### config.mk
export PLATFORM = sky130hd
export DESIGN_NAME = tpc_isqrt
export DESIGN_NICKNAME = d
export VERILOG_FILES = /design/src/rtl/tpc_pkg.sv /design/src/rtl/tpc_isqrt.sv
export SDC_FILE = /design/constraint.sdc
export NUM_CORES = 1
export LEC_CHECK = 0
export ABC_AREA = 1
export BUFFER_PORTS_ARGS = -buffer_cell sky130_fd_sc_hd__buf_2
export CAP_MARGIN = 20
export CELL_PAD_IN_SITES_DETAIL_PLACEMENT = 1
export CELL_PAD_IN_SITES_GLOBAL_PLACEMENT = 1
export CORE_ASPECT_RATIO = 1.2
export CORE_UTILIZATION = 40
export CTS_CLUSTER_SIZE = 10
export DETAILED_ROUTE_END_ITERATION = 6
export HOLD_SLACK_MARGIN = 0.12
export PLACE_DENSITY_LB_ADDON = 0.08
export SLEW_MARGIN = 30
export SYNTH_ARGS = -nofsm -noshare
export SYNTH_HDL_FRONTEND = slang
export SYNTH_SLANG_ARGS = --single-unit
### constraint.sdc
create_clock -name clk_i -period 2.3 [get_ports clk_i]
set_input_delay 0.115 -clock clk_i [delete_from_list [all_inputs] [get_ports clk_i]]
set_output_delay 0.115 -clock clk_i [all_outputs]
set_load 0.005 [all_outputs]
### src/rtl/tpc_pkg.sv
// shared constants and types of the three point tangent and curvature unit
`default_nettype none

package tpc_pkg;

  localparam int unsigned FIELD_W  = 16;
  localparam int unsigned TAN_W    = 16;
  localparam int unsigned CURV_W   = 32;
  localparam int unsigned STEP_W   = 16;

  // tangent: isqrt(floor(d^2 * 2^30 / q))
  localparam int unsigned TAN_SH   = 30;
  localparam int unsigned TAN_QW   = TAN_SH + 1;
  localparam int unsigned TAN_IW   = TAN_QW + 1;

  // curvature: isqrt(floor(na^2 * 2^46 / q^3)), quotient capped at 64 bits
  localparam int unsigned CURV_SH  = 46;
  localparam int unsigned CURV_QW  = 64;
  localparam int unsigned CURV_LO  = CURV_QW - CURV_SH;

  localparam logic [CURV_W-1:0] CURV_POS_MAX = 32'h7FFF_FFFF;
  localparam logic [CURV_W-1:0] CURV_NEG_MAG = 32'h8000_0000;

  typedef struct packed {
    logic [FIELD_W-1:0] pos_x;
    logic [FIELD_W-1:0] pos_y;
    logic               neg_x;
    logic               neg_y;
    logic               neg_k;
    logic               zero;
    logic               sat;
  } side_t;

endpackage

`default_nettype wire

### src/rtl/tpc_isqrt.sv
// pipelined integer square root, one root bit per stage
`default_nettype none

module tpc_isqrt import tpc_pkg::*; #(
  parameter int unsigned IW = 32
) (
  input  logic            clk_i,
  input  logic            en_i,
  input  logic [IW-1:0]   val_i,
  output logic [IW/2-1:0] root_o
);

  localparam int unsigned OW = IW / 2;
  localparam int unsigned RW = OW + 1;

  logic [RW-1:0] rem_in  [OW];
  logic [OW-1:0] root_in [OW];
  logic [IW-1:0] sh_in   [OW];
  logic [RW-1:0] rem_q   [OW-1];
  logic [OW-1:0] root_q  [OW];
  logic [IW-1:0] sh_q    [OW-1];

  for (genvar k = 0; k < OW; k++) begin : g_stg
    logic [RW+1:0] t;
    logic [RW+1:0] trial;
    logic          ge;

    if (k == 0) begin : g_first
      assign rem_in[k]  = '0;
      assign root_in[k] = '0;
      assign sh_in[k]   = val_i;
    end else begin : g_next
      assign rem_in[k]  = rem_q[k-1];
      assign root_in[k] = root_q[k-1];
      assign sh_in[k]   = sh_q[k-1];
    end

    assign t     = {rem_in[k], sh_in[k][IW-1:IW-2]};
    assign trial = {1'b0, root_in[k], 2'b01};
    assign ge    = t >= trial;

    always_ff @(posedge clk_i) begin
      if (en_i) begin
        root_q[k] <= {root_in[k][OW-2:0], ge};
      end
    end

    if (k < OW - 1) begin : g_keep
      always_ff @(posedge clk_i) begin
        if (en_i) begin
          rem_q[k] <= ge ? RW'(t - trial) : RW'(t);
          sh_q[k]  <= {sh_in[k][IW-3:0], 2'b00};
        end
      end
    end
  end

  assign root_o = root_q[OW-1];

endmodule

`default_nettype wire

# Word level (Yosys, flattened, before mapping)

Memories as Yosys holds them, arrays and structs flattened.
Index checks and enable logic that the tools add are counted.

$add $sub $neg: 15
$lt $le $gt $ge: 16
Muxes and demuxes: 17

Operator list:

| kind                                                                                | count |
|---|---|
| 19-bit by 18-bit greater-or-equal comparator with 1-bit output                      | 15 |
| 17-bit 2-to-1 mux                                                                   | 15 |
| 17-bit subtractor                                                                   | 14 |
| 2-bit by 1-bit subtractor with 3-bit output, second input constant                  | 1 |
| 2-bit by 1-bit greater-or-equal comparator with 1-bit output, second input constant | 1 |
| 1-bit 2-to-1 mux                                                                    | 2 |

Flip-flop bits (word level): 0
Memory bits (writable): 961
Bits of input ports: 34
Output and inout bits: 16
Word-level logic and storage cells: 51
Memories: 3

Memories:

| memory | words | width | read ports | clocked after Yosys merged registers in | write ports | RTL line        | source |
|---|---|---|---|---|---|---|---|
| sh_q   | 15    | 30    | 15         | 0                                       | 15          | tpc_isqrt.sv:21 | `logic [IW-1:0] sh_q [OW-1];` |
| root_q | 16    | 16    | 16         | 0                                       | 16          | tpc_isqrt.sv:20 | `logic [OW-1:0] root_q [OW];` |
| rem_q  | 15    | 17    | 15         | 0                                       | 15          | tpc_isqrt.sv:19 | `logic [RW-1:0] rem_q [OW-1];` |

# Logic depth before layout (Yosys ltp)

Gate-level depths: netlist of run 1.
An unclocked memory read counts as a cell.

Depth in word-level cells: 3
Gate-level depth with buffers: 14
Mapped depth without buffers: 14

# Worst setup path after synthesis of run 1

Ideal clock, no wire load.

Kind: register -> register
From: memory rem_q[1][44] in the netlist's numbering
To: memory rem_q[1][59] in the netlist's numbering, data pin
Setup time: 0.254 ns
Arrival time: 1.654 ns
Data required time: 2.046 ns
Setup slack: 0.392 ns
Cell stages (with the launch flop): 9
Buffers on the path: 1
Period minus slack after synthesis: 1.908 ns
Path through: edfxtp_1 -> ha_1 -> a21oi_1 -> nand3_1 -> a21oi_2 -> nand4_4 -> buf_6 -> nand2_1 -> nand2_1

RTL lines:

| item        | RTL line |
|---|---|
| from (decl) | tpc_isqrt.sv:19 |

==> out/metrics.yaml, run 1 <==
r2r-end: "rem_q[1][93]$_DFFE_PP_"
synth-seq-cells: 613
cts-htree-levels: 3
vias: 22900
hold_viol_final: 0
dieArea_mm2: 0.0811
final_max_slew_viol_count: 0
syn_area_mm2: 0.0320
drive_gt1_share_pct: 9.90
placement_rows: 113
final_cells: 4713
ys_warn_count: 0
cts_tree: "built"
numClockSinks: 613
root_buffer: "clkbuf_16"
die_h_um: 312
diodes: 0
portBuffers: 49
synth_nets: 3579
worstSetupPathType: "reg2reg"
antenna_found_initial: 0
pre_cts_slack_ns: -0.145
r2r_start: "rem_q[1][76]$_DFFE_PP_"
hpwl_mm: 62.5
worst-r2r-setup-slack_ns: 0.12
grt_max_degree: 78
yosysUniqueCellTypes: 44
antenna_left: 0
setup_viol_count_final: 0
clk_latency_ns: 0.62
cts_buffer_depth: 3
vias_per_cell: 4.86
dp_cells: 4558
syn_area_per_cell_um2: 9.43
fin_skew_ns: 0.0293
path_clk_slew_ns: 0.05
arrival_ns: 2.55
post-route-drc-count: 0
crit_path_end_kind: "flip-flop"
fin_crit_ns: 2.18
drtPass1Iterations: 4
crit_fanout: 10
dr.first_iter.drc_count: 969
grt_pass1_vias: 24300
worst_pin_slew_ns: 0.564
overflow: 0
gp_congestion: 0.879
synth_area_leaders: "edfxtp_1, nand2_1, inv_1"
core_mm2: 0.0792
start_util_pct: 40.4
synth_top_cell_by_area: "edfxtp_1"
yosysSeqAreaShare_pct: 57.6
leakage_nw: 17.0
min_from: "val_i[1]"
synth_top_area_share_pct: 57.6
max_freq_ghz: 0.459
holdCritPathClass: "in2reg"
hold-path-endpoint: "sh_q[0][1]$_DFFE_PP_"
grt_first_pass_wirelength_mm: 129
grt_use_total_pct: 20.1
startpoint_type: "flip-flop"
ys.flop_type: "edfxtp_1"
rr_worst_depth: 11
fillers: 9029
cp.required_ns: 2.67
die_x_um: 260
worst_slack_ns: 0.122
postSynthCellCount: 3393
io_pins: 50
outcome: "completed"
cap_violations: 0
ir_drop_mv: 0.614
async_reset_ff_share_pct: 0
relSlewSlack_pct: 62.1
hold-path-cell-count: 2
wl_per_cell_um: 17.2
finalCritPeriodShare_pct: 94.7
power.density_mw_per_mm2: 841
area_growth_pct: 16.3
wirelength_mm: 80.8
cts-buffers-inserted: 75
layout.nets: 3835
synth_edf_count: 613
-- flip-flops by register name, summed over array words and instances (netlist names) --
register,count
rem_q,237
root_q,136
sh_q,240
-- worst max path at each step --
stage / startpoint / end / slack, ns
6_report: rem_q[1][76]$_DFFE_PP_ / rem_q[1][93]$_DFFE_PP_ / 0.12
5_1_grt: root_q[1][72]$_DFFE_PP_ / rem_q[1][97]$_DFFE_PP_ / -0.01
4_1_cts: rem_q[1][8]$_DFFE_PP_ / rem_q[1][18]$_DFFE_PP_ / 0.003
3_5_place_dp: rem_q[1][8]$_DFFE_PP_ / rem_q[1][18]$_DFFE_PP_ / -0.14
3_3_place_gp: rem_q[1][4]$_DFFE_PP_ / rem_q[1][22]$_DFFE_PP_ / -0.24
2_1_floorplan: rem_q[1][44]$_DFFE_PP_ / rem_q[1][59]$_DFFE_PP_ / 0.39
-- cells in the final DEF (no fill, tap or decap), drive strengths merged, types with 4 or more instances in the layout --
cell type / count
a21oi: 122
and2: 4
buf: 176
bufinv: 4
clkbuf: 89
clkinv: 8
dlygate4sd3: 34
edfxtp: 613
ha: 152
inv: 613
nand2: 1088
nand3: 199
nand3b: 29
nand4: 90
nor2: 231
nor3: 34
o21a: 4
o21ai: 77
o21bai: 6
or2: 11
xnor2: 25
xor2: 58
-- layout make-up --
| class | count | area [um^2] | area share (%) |
|---|---|---|---|
| sequential | 613 | 18400 | 49.5 |
| multi-input combinational | 2141 | 11300 | 30.3 |
| inverter | 608 | 2280 | 6.13 |
| clock buffer | 89 | 1970 | 5.30 |
| timing repair buffer | 210 | 1780 | 4.78 |
| tap | 1035 | 1290 | 3.48 |
| clock inverter | 17 | 209 | 0.562 |
-- stage by stage --
step                TNS, ns  area (um^2)  hold WS, ns  total power [mW]  utilization, %
global route        -0.0278        37200        0.186              33.0            47.0
finish                    0        37200        0.211              31.3            47.0
detailed placement    -1.39        34300        0.293              20.6            43.4
global placement      -3.07        34300        0.292              20.4            43.4
CTS                       0        36900        0.166              31.7            46.5
floorplan                 0        32000        0.214              18.2               -
-- synthesized netlist by cell type, types with 2 or more instances --
| cell type | number |
|---|---|
| nor3_2 | 8 |
| nand2_1 | 1077 |
| inv_2 | 3 |
| o21bai_1 | 6 |
| nand4_4 | 2 |
| a21oi_1 | 119 |
| buf_4 | 4 |
| o21ai_0 | 56 |
| nand2_4 | 2 |
| xnor2_1 | 25 |
| nor2_2 | 12 |
| nand3b_1 | 29 |
| o21ai_2 | 4 |
| and3_1 | 3 |
| a21o_1 | 2 |
| buf_2 | 12 |
| or2_0 | 2 |
| o211ai_1 | 2 |
| xor2_1 | 58 |
| buf_8 | 2 |
| buf_6 | 12 |
| ha_1 | 152 |
| or2_1 | 3 |
| o21a_1 | 4 |
| nor2_1 | 210 |
| nand3_2 | 6 |
| nand2_2 | 8 |
| edfxtp_1 | 613 |
| a21oi_2 | 3 |
| or2_2 | 6 |
| nor2_4 | 9 |
| clkbuf_1 | 2 |
| nor3_1 | 26 |
| o21ai_1 | 17 |
| nand4_1 | 88 |
| nand3_1 | 189 |
| clkbuf_2 | 3 |
| inv_1 | 605 |
| and2_1 | 4 |
-- where the power goes --
part | internal [mW] | switching (mW) | total (mW) | leakage, nW
sequential | 13.7 | 0.713 | 14.4 | 5.88
clock | 6.47 | 4.36 | 10.8 | 1.07
combinational | 2.19 | 3.85 | 6.04 | 10.0
-- critical path: stages (launching register included) --
cell and delay [ns]:
edfxtp_1 0.42, ha_2 0.41, nand2_1 0.11, inv_1 0.08, nand2_1 0.10, nor2_1 0.12
nand2_1 0.16, nand3_4 0.14, nand2_8 0.10, buf_12 0.17, nand4_1 0.07, nand2_1 0.07
-- per-layer routing --
layer	global-route usage, %	wire length [um]
met2	35.9	41100
met4	6.09	2100
met3	2.81	2070
met5	0	0
met1	24.8	35500
-- repair_timing --
item	4_1_cts	5_1_grt
buffers inserted	0	11
endpoints found under the hold margin	94	0
hold buffers	34	0
gates cloned	0	4
pin swaps	0	9
resized for setup	1	43
endpoints found under the setup margin	12	125
-- cells by family (layout without fill, tap and decap cells) --
family,Yosys count,count (layout),synth area share [%]
other,1,1,0.0117
XOR/XNOR,83,83,2.27
buffers and inverters,643,924,8.00
AO/OA/AOI/OAI,215,215,3.57
AND/OR/NAND/NOR,1686,1690,22.6
flip-flops,613,613,57.6
adder cells (fa/ha/maj),152,152,5.95
Power figures use the tool's default switching activity.
==> run 2: changes to the inputs <==
REMOVE_ABC_BUFFERS = 1   (was unset)
==> out/metrics.yaml, run 2 (synthesis results as in run 1) <==
antenna_left: 0  # unchanged
fin_crit_ns: 2.19  # +0.0136 ns
critical_path.slowest_cell: "edfxtp_1"
root_buffer: "clkbuf_16"
relSlewSlack_pct: 60.1  # -2.0 points
grt_pass1_vias: 24800  # +2.1%
diodes: 0  # unchanged
outcome: "completed"
fin_skew_ns: 0.0292  # -0.000107 ns
hold_viol_final: 0  # unchanged
final_cell_area_mm2: 0.0372  # about the same
largest_reg_flops: 240  # unchanged
worstSetupPathType: "reg2reg"
vias: 23100  # +0.65%
grt_max_degree: 78  # unchanged
vias_per_cell: 4.89  # +0.52%
largest-register: "sh_q"
p_total_mw: 30.7  # -2.0%
cap_violations: 0  # unchanged
dr.first_iter.drc_count: 1018  # +5.1%
placement_rows: 113  # unchanged
dieArea_mm2: 0.0811  # unchanged
crit_path_end_kind: "flip-flop"
drtPass1Iterations: 4  # unchanged
placed_cell_area_mm2: 0.0344  # +0.23%
dp_cells: 4565  # +0.15%
met2WireLength_mm: 42.6  # +3.6%
power.density_mw_per_mm2: 824  # -2.1%
cp.required_ns: 2.72  # +0.05 ns
ir_drop_mv: 0.541  # -12%
critPathMaxStageDelay_ns: 0.41  # about the same
start_util_pct: 40.4  # unchanged
leakage_nw: 17.0  # about the same
wirelength_mm: 80.9  # about the same
final_cells: 4719  # +0.13%
final_cell_mix: "nand2_1, edfxtp_1, inv_1"
wl_per_cell_um: 17.1  # about the same
wl_met3_mm: 1.70  # -18%
crit_chain: "ha_1, a21o_1, nor2_1, nand3_1, or2_1, a21oi_1"
final_common_cell: "nand2_1"
die_x_um: 260  # unchanged
holdCritPathClass: "in2reg"
max_freq_ghz: 0.456  # -0.62%
grt_use_total_pct: 20.2  # +0.16 points
finalCritPeriodShare_pct: 95.3  # +0.59 points
cts-htree-levels: 3  # unchanged
area_growth_pct: 16.4  # about the same
startpoint_type: "flip-flop"
highest-signal-layer: "met4"
drive_gt1_share_pct: 10.3  # +0.36 points
cts_buffer_depth: 3  # unchanged
post-route-drc-count: 0  # unchanged
crit_fanout: 4  # -6
antenna_found_initial: 0  # unchanged
whs_ns: 0.209  # -0.00197 ns
numClockSinks: 613  # unchanged
rr_worst_depth: 6  # -5
path_clk_slew_ns: 0.05  # about the same
clk_latency_ns: 0.62  # about the same
die_h_um: 312  # unchanged
setup_viol_count_final: 0  # unchanged
overflow: 0  # unchanged
cts_tree: "built"
layout.nets: 3846  # +0.29%
io_pins: 50  # unchanged
worst_pin_slew_ns: 0.593  # +0.0297 ns
arrival_ns: 2.61  # +0.06 ns
grt_first_pass_wirelength_mm: 130  # +1.1%
gp_congestion: 0.916  # +4.1%
core_mm2: 0.0792  # unchanged
wl_met1_mm: 34.6  # -2.5%
cts-buffers-inserted: 74  # -1.3%
hpwl_mm: 62.2  # -0.39%
critPathTopFamily: "simple AND/OR/NAND/NOR gates"
portBuffers: 49  # unchanged
top_regs: "sh_q (240), rem_q (237), root_q (136)"
final_max_slew_viol_count: 0  # unchanged
hold-path-cell-count: 2  # unchanged
path_depth: 6  # -5
critPathBufInv: 0  # -2
run 2: cell types whose count changed in the layout (fill, tap and decap cells not counted), sizes merged:
cell	previous run	this run
clkinvlp	0	1
clkbuf	89	82
inv	613	612
nand3	199	197
nand2	1088	1087
bufinv	4	0
clkinv	8	13
buf	176	191
run 2: repair_timing:
item,CTS,global route
endpoints found under the setup margin,46,160
hold buffers,34,0
cloned,1,0
pin swaps,2,6
endpoints found under the hold margin,89,0
buffers inserted,2,17
gates resized for setup,3,44
run 2: final timing paths:
kind | startpoint | slack, ns | endpoint
worst min-delay path | val_i[6] | 0.21 | sh_q[0][6]$_DFFE_PP_
worst max-delay path | rem_q[0][90]$_DFFE_PP_ | 0.11 | rem_q[0][112]$_DFFE_PP_
worst min register to register | sh_q[6][16]$_DFFE_PP_ | 0.40 | sh_q[7][18]$_DFFE_PP_
worst max register to register | rem_q[0][90]$_DFFE_PP_ | 0.11 | rem_q[0][112]$_DFFE_PP_
run 2: per-layer routing:
metal | GRT usage (%) | vias up
li1 | - | 11600
met1 | 24.4 | 11100
met2 | 37.2 | 218
met3 | 2.30 | 116
met4 | 6.31 | 0
met5 | 0 | -
run 2: metrics by stage:
stage | worst slack [ns] | util, % | setup TNS (ns)
floorplan | 0.123 | - | 0
global placement | -0.137 | 43.5 | -3.23
detailed placement | -0.114 | 43.5 | -3.38
CTS | 0.000356 | 46.5 | 0
global route | -0.0186 | 47.0 | -0.0513
finish | 0.108 | 47.0 | 0
run 2: power breakdown:
part | total (mW) | internal, mW | switching, mW
sequential | 14.4 | 13.7 | 0.717
clock | 10.2 | 5.79 | 4.39
combinational | 6.07 | 2.25 | 3.82
total | 30.7 | 21.8 | 8.93
run 2: final cells by class:
| class | count | area, um^2 |
|---|---|---|
| well taps | 1035 | 1290 |
| fillers | 9075 | 41900 |
| repair buffers | 225 | 1940 |
| inverters | 608 | 2290 |
| clock inverters | 18 | 123 |
| flip-flops and latches | 613 | 18400 |
| clock buffers | 82 | 1880 |
| multi-input cells | 2138 | 11300 |
==> run 3: changes to the inputs <==
ABC_AREA = unset   (was 1)
==> out/metrics.yaml, run 3 <==
outcome: "complete, but fails checks"
violations: "setup timing"
leakage_nw: 15.7  # -7.5%
ys_warn_count: 0  # unchanged
antenna_found_initial: 0  # unchanged
ys.flop_type: "edfxtp_1"
start_util_pct: 40.4  # -0.043 points
die_h_um: 292  # -6.2%
synth_top_area_share_pct: 65.5  # +8.0 points
root_buffer: "clkbuf_16"
dp_cells: 3481  # -24%
grt_use_total_pct: 18.8  # -1.4 points
startpoint_type: "flip-flop"
hpwl_mm: 45.3  # -27%
postSynthCellCount: 2111  # -38%
grt_first_pass_wirelength_mm: 107  # -17%
core_mm2: 0.0696  # -12%
clk_latency_ns: 0.63  # about the same
whs_ns: 0.191  # -0.0188 ns
synth_area_leaders: "edfxtp_1, ha_1, xor2_1"
portBuffers: 49  # unchanged
final_max_slew_viol_count: 0  # unchanged
synth_top_cell_by_area: "edfxtp_1"
placed_cell_area_mm2: 0.0329  # -4.5%
tns_ns: -12.37  # -12.37 ns
grt_max_degree: 70  # -10%
synth.top_cells.by_count: "edfxtp_1, inv_1, ha_1, nor2_1, nand2_1"
io_pins: 50  # unchanged
setup_viol_count_final: 118  # +118
drtPass1Iterations: 4  # unchanged
fin_crit_ns: 2.57  # +0.381 ns
grt_use_met2_pct: 35.4  # -1.8 points
async_reset_ff_share_pct: 0  # unchanged
fillers: 6770  # -25%
layout.nets: 3021  # -21%
cts-htree-levels: 3  # unchanged
synth-seq-cells: 613  # unchanged
use_met1_pct: 21.9  # -2.5 points
arrival_ns: 2.96  # +0.35 ns
post-route-drc-count: 0  # unchanged
top_regs: "sh_q (240), rem_q (237), root_q (136)"
syn_area_per_cell_um2: 13.3  # +41%
finalCritPeriodShare_pct: 112  # +17 points
diodes: 0  # unchanged
crit_fanout: 7  # +3
grt_pass1_vias: 20700  # -17%
final-seq-area_mm2: 0.0184  # unchanged
worstSetupPathType: "reg2reg"
die_x_um: 244  # -6.2%
final_cells: 3775  # -20%
cp.required_ns: 2.68  # -0.04 ns
area_growth_pct: 41.7
final_cell_area_mm2: 0.0398  # +6.9%
drive_gt1_share_pct: 41.2  # +31 points
power.density_mw_per_mm2: 810  # -1.7%
overflow: 0  # unchanged
largest-register: "sh_q"
yosysSeqAreaShare_pct: 65.5  # +8.0 points
crit_path_end_kind: "flip-flop"
hold_viol_final: 0  # unchanged
cts_buffer_depth: 3  # unchanged
dr.first_iter.drc_count: 793  # -22%
worst_slack_ns: -0.273  # -0.381 ns
path_clk_slew_ns: 0.06  # about the same
max_freq_ghz: 0.389  # -15%
syn_area_mm2: 0.0281  # -12%
antenna_left: 0  # unchanged
rsz0062_at_grt: "true"
numClockSinks: 613  # unchanged
cts-buffers-inserted: 73  # -1.4%
busiest_layer: "met2"
gp_congestion: 0.884  # -3.5%
holdCritPathClass: "in2reg"
multi_input_area_mm2: 0.0118  # +4.0%
wirelength_mm: 69.1  # -15%
dieArea_mm2: 0.0713  # -12%
pre_cts_slack_ns: -0.479  # -0.365 ns
gr-usage-met3_pct: 2.38  # +0.080 points
wl_per_cell_um: 18.3  # +6.8%
vias: 19100  # -17%
synth_edf_count: 613  # unchanged
final_common_cell: "edfxtp_1"
final_cell_mix: "edfxtp_1, buf_4, inv_1"
placement_rows: 106  # -6.2%
worst_pin_slew_ns: 0.657  # +0.0632 ns
relSlewSlack_pct: 56.1  # -4.0 points
cap_violations: 0  # unchanged
vias_per_cell: 5.05  # +3.4%
cts_tree: "built"
fin_skew_ns: 0.0286  # -0.000602 ns
yosysUniqueCellTypes: 70  # +59%
ir_drop_mv: 0.755  # +40%
largest_reg_flops: 240  # unchanged
yosysMostFrequentCell: "edfxtp_1"
-- run 3: cell count changes in the layout (fill, tap and decap cells not counted), moves of 30 or more --
cell,previous run,this run
a21o_1,2,35
ha_4,11,53
nand3_1,188,20
nand4_1,88,15
nand2_1,1071,82
xnor2_1,25,69
nor2_1,204,104
inv_1,604,147
buf_4,120,503
buf_6,0,46
ha_1,136,88
o21ai_2,6,36
-- run 3: report_power, final --
group / switching (mW) / leakage [nW] / internal, mW
clock: 4.42 / 1.00 / 5.91
sequential: 0.751 / 5.87 / 13.8
combinational: 3.57 / 8.83 / 3.77
-- run 3: final timing paths --
check                         start                      to  slack [ns]  cells past startpoint
min                       val_i[15]   sh_q[0][15]$_DFFE_PP_        0.19                      2
max reg2reg  rem_q[1][39]$_DFFE_PP_  rem_q[1][51]$_DFFE_PP_       -0.27                      9
min reg2reg   sh_q[2][25]$_DFFE_PP_   sh_q[3][27]$_DFFE_PP_        0.41                      0
max          rem_q[1][39]$_DFFE_PP_  rem_q[1][51]$_DFFE_PP_       -0.27                      9
-- run 3: layout make-up --
cell class	instances	share of cell area (%)
Tap cell	918	2.89
Inverter	173	1.64
Timing Repair Buffer	675	14.5
Clock buffer	86	4.71
Clock inverter	11	0.531
Multi-Input combinational cell	1299	29.5
Sequential cell	613	46.2
-- run 3: logic make-up after synthesis --
| family | share of synthesized area, % |
|---|---|
| AO/OA/AOI/OAI | 8.87 |
| XOR/XNOR | 5.14 |
| adder cells (fa/ha/maj) | 6.77 |
| buffers and inverters | 2.74 |
| flip-flops | 65.5 |
| multiplexers | 1.33 |
| other | 0.0133 |
| AND/OR/NAND/NOR | 9.62 |
-- run 3: repair_timing --
item / CTS / global route
setup buffers: 75 / 85
setup endpoints to repair: 216 / 201
hold buffers: 34 / 0
gates resized for setup: 370 / 300
cloned: 11 / 4
endpoints found under the hold margin: 75 / 0
pin swaps: 105 / 129
-- run 3: per-layer routing --
layer | vias to the layer above | part of all wire (%) | routed length (um)
li1 | 9251 | - | -
met1 | 9512 | 41 | 28200
met2 | 202 | 54 | 37500
met3 | 112 | 2.2 | 1530
met4 | 0 | 2.7 | 1840
met5 | - | 0 | 0
-- run 3: per-stage QoR --
step	total power [mW]	utilization, %
floorplan	17.5	-
global placement	19.9	47.2
detailed placement	20.2	47.2
CTS	31.7	54.2
global route	33.7	57.2
finish	32.3	57.2
-- run 3: worst max-delay path, stage by stage, from the launching register on --
cell	delay, ns
edfxtp_1	0.45
ha_4	0.31
nand4_1	0.23
a21oi_2	0.29
o211ai_1	0.18
a31o_2	0.27
and2_4	0.19
buf_12	0.15
buf_16	0.14
xnor2_1	0.12
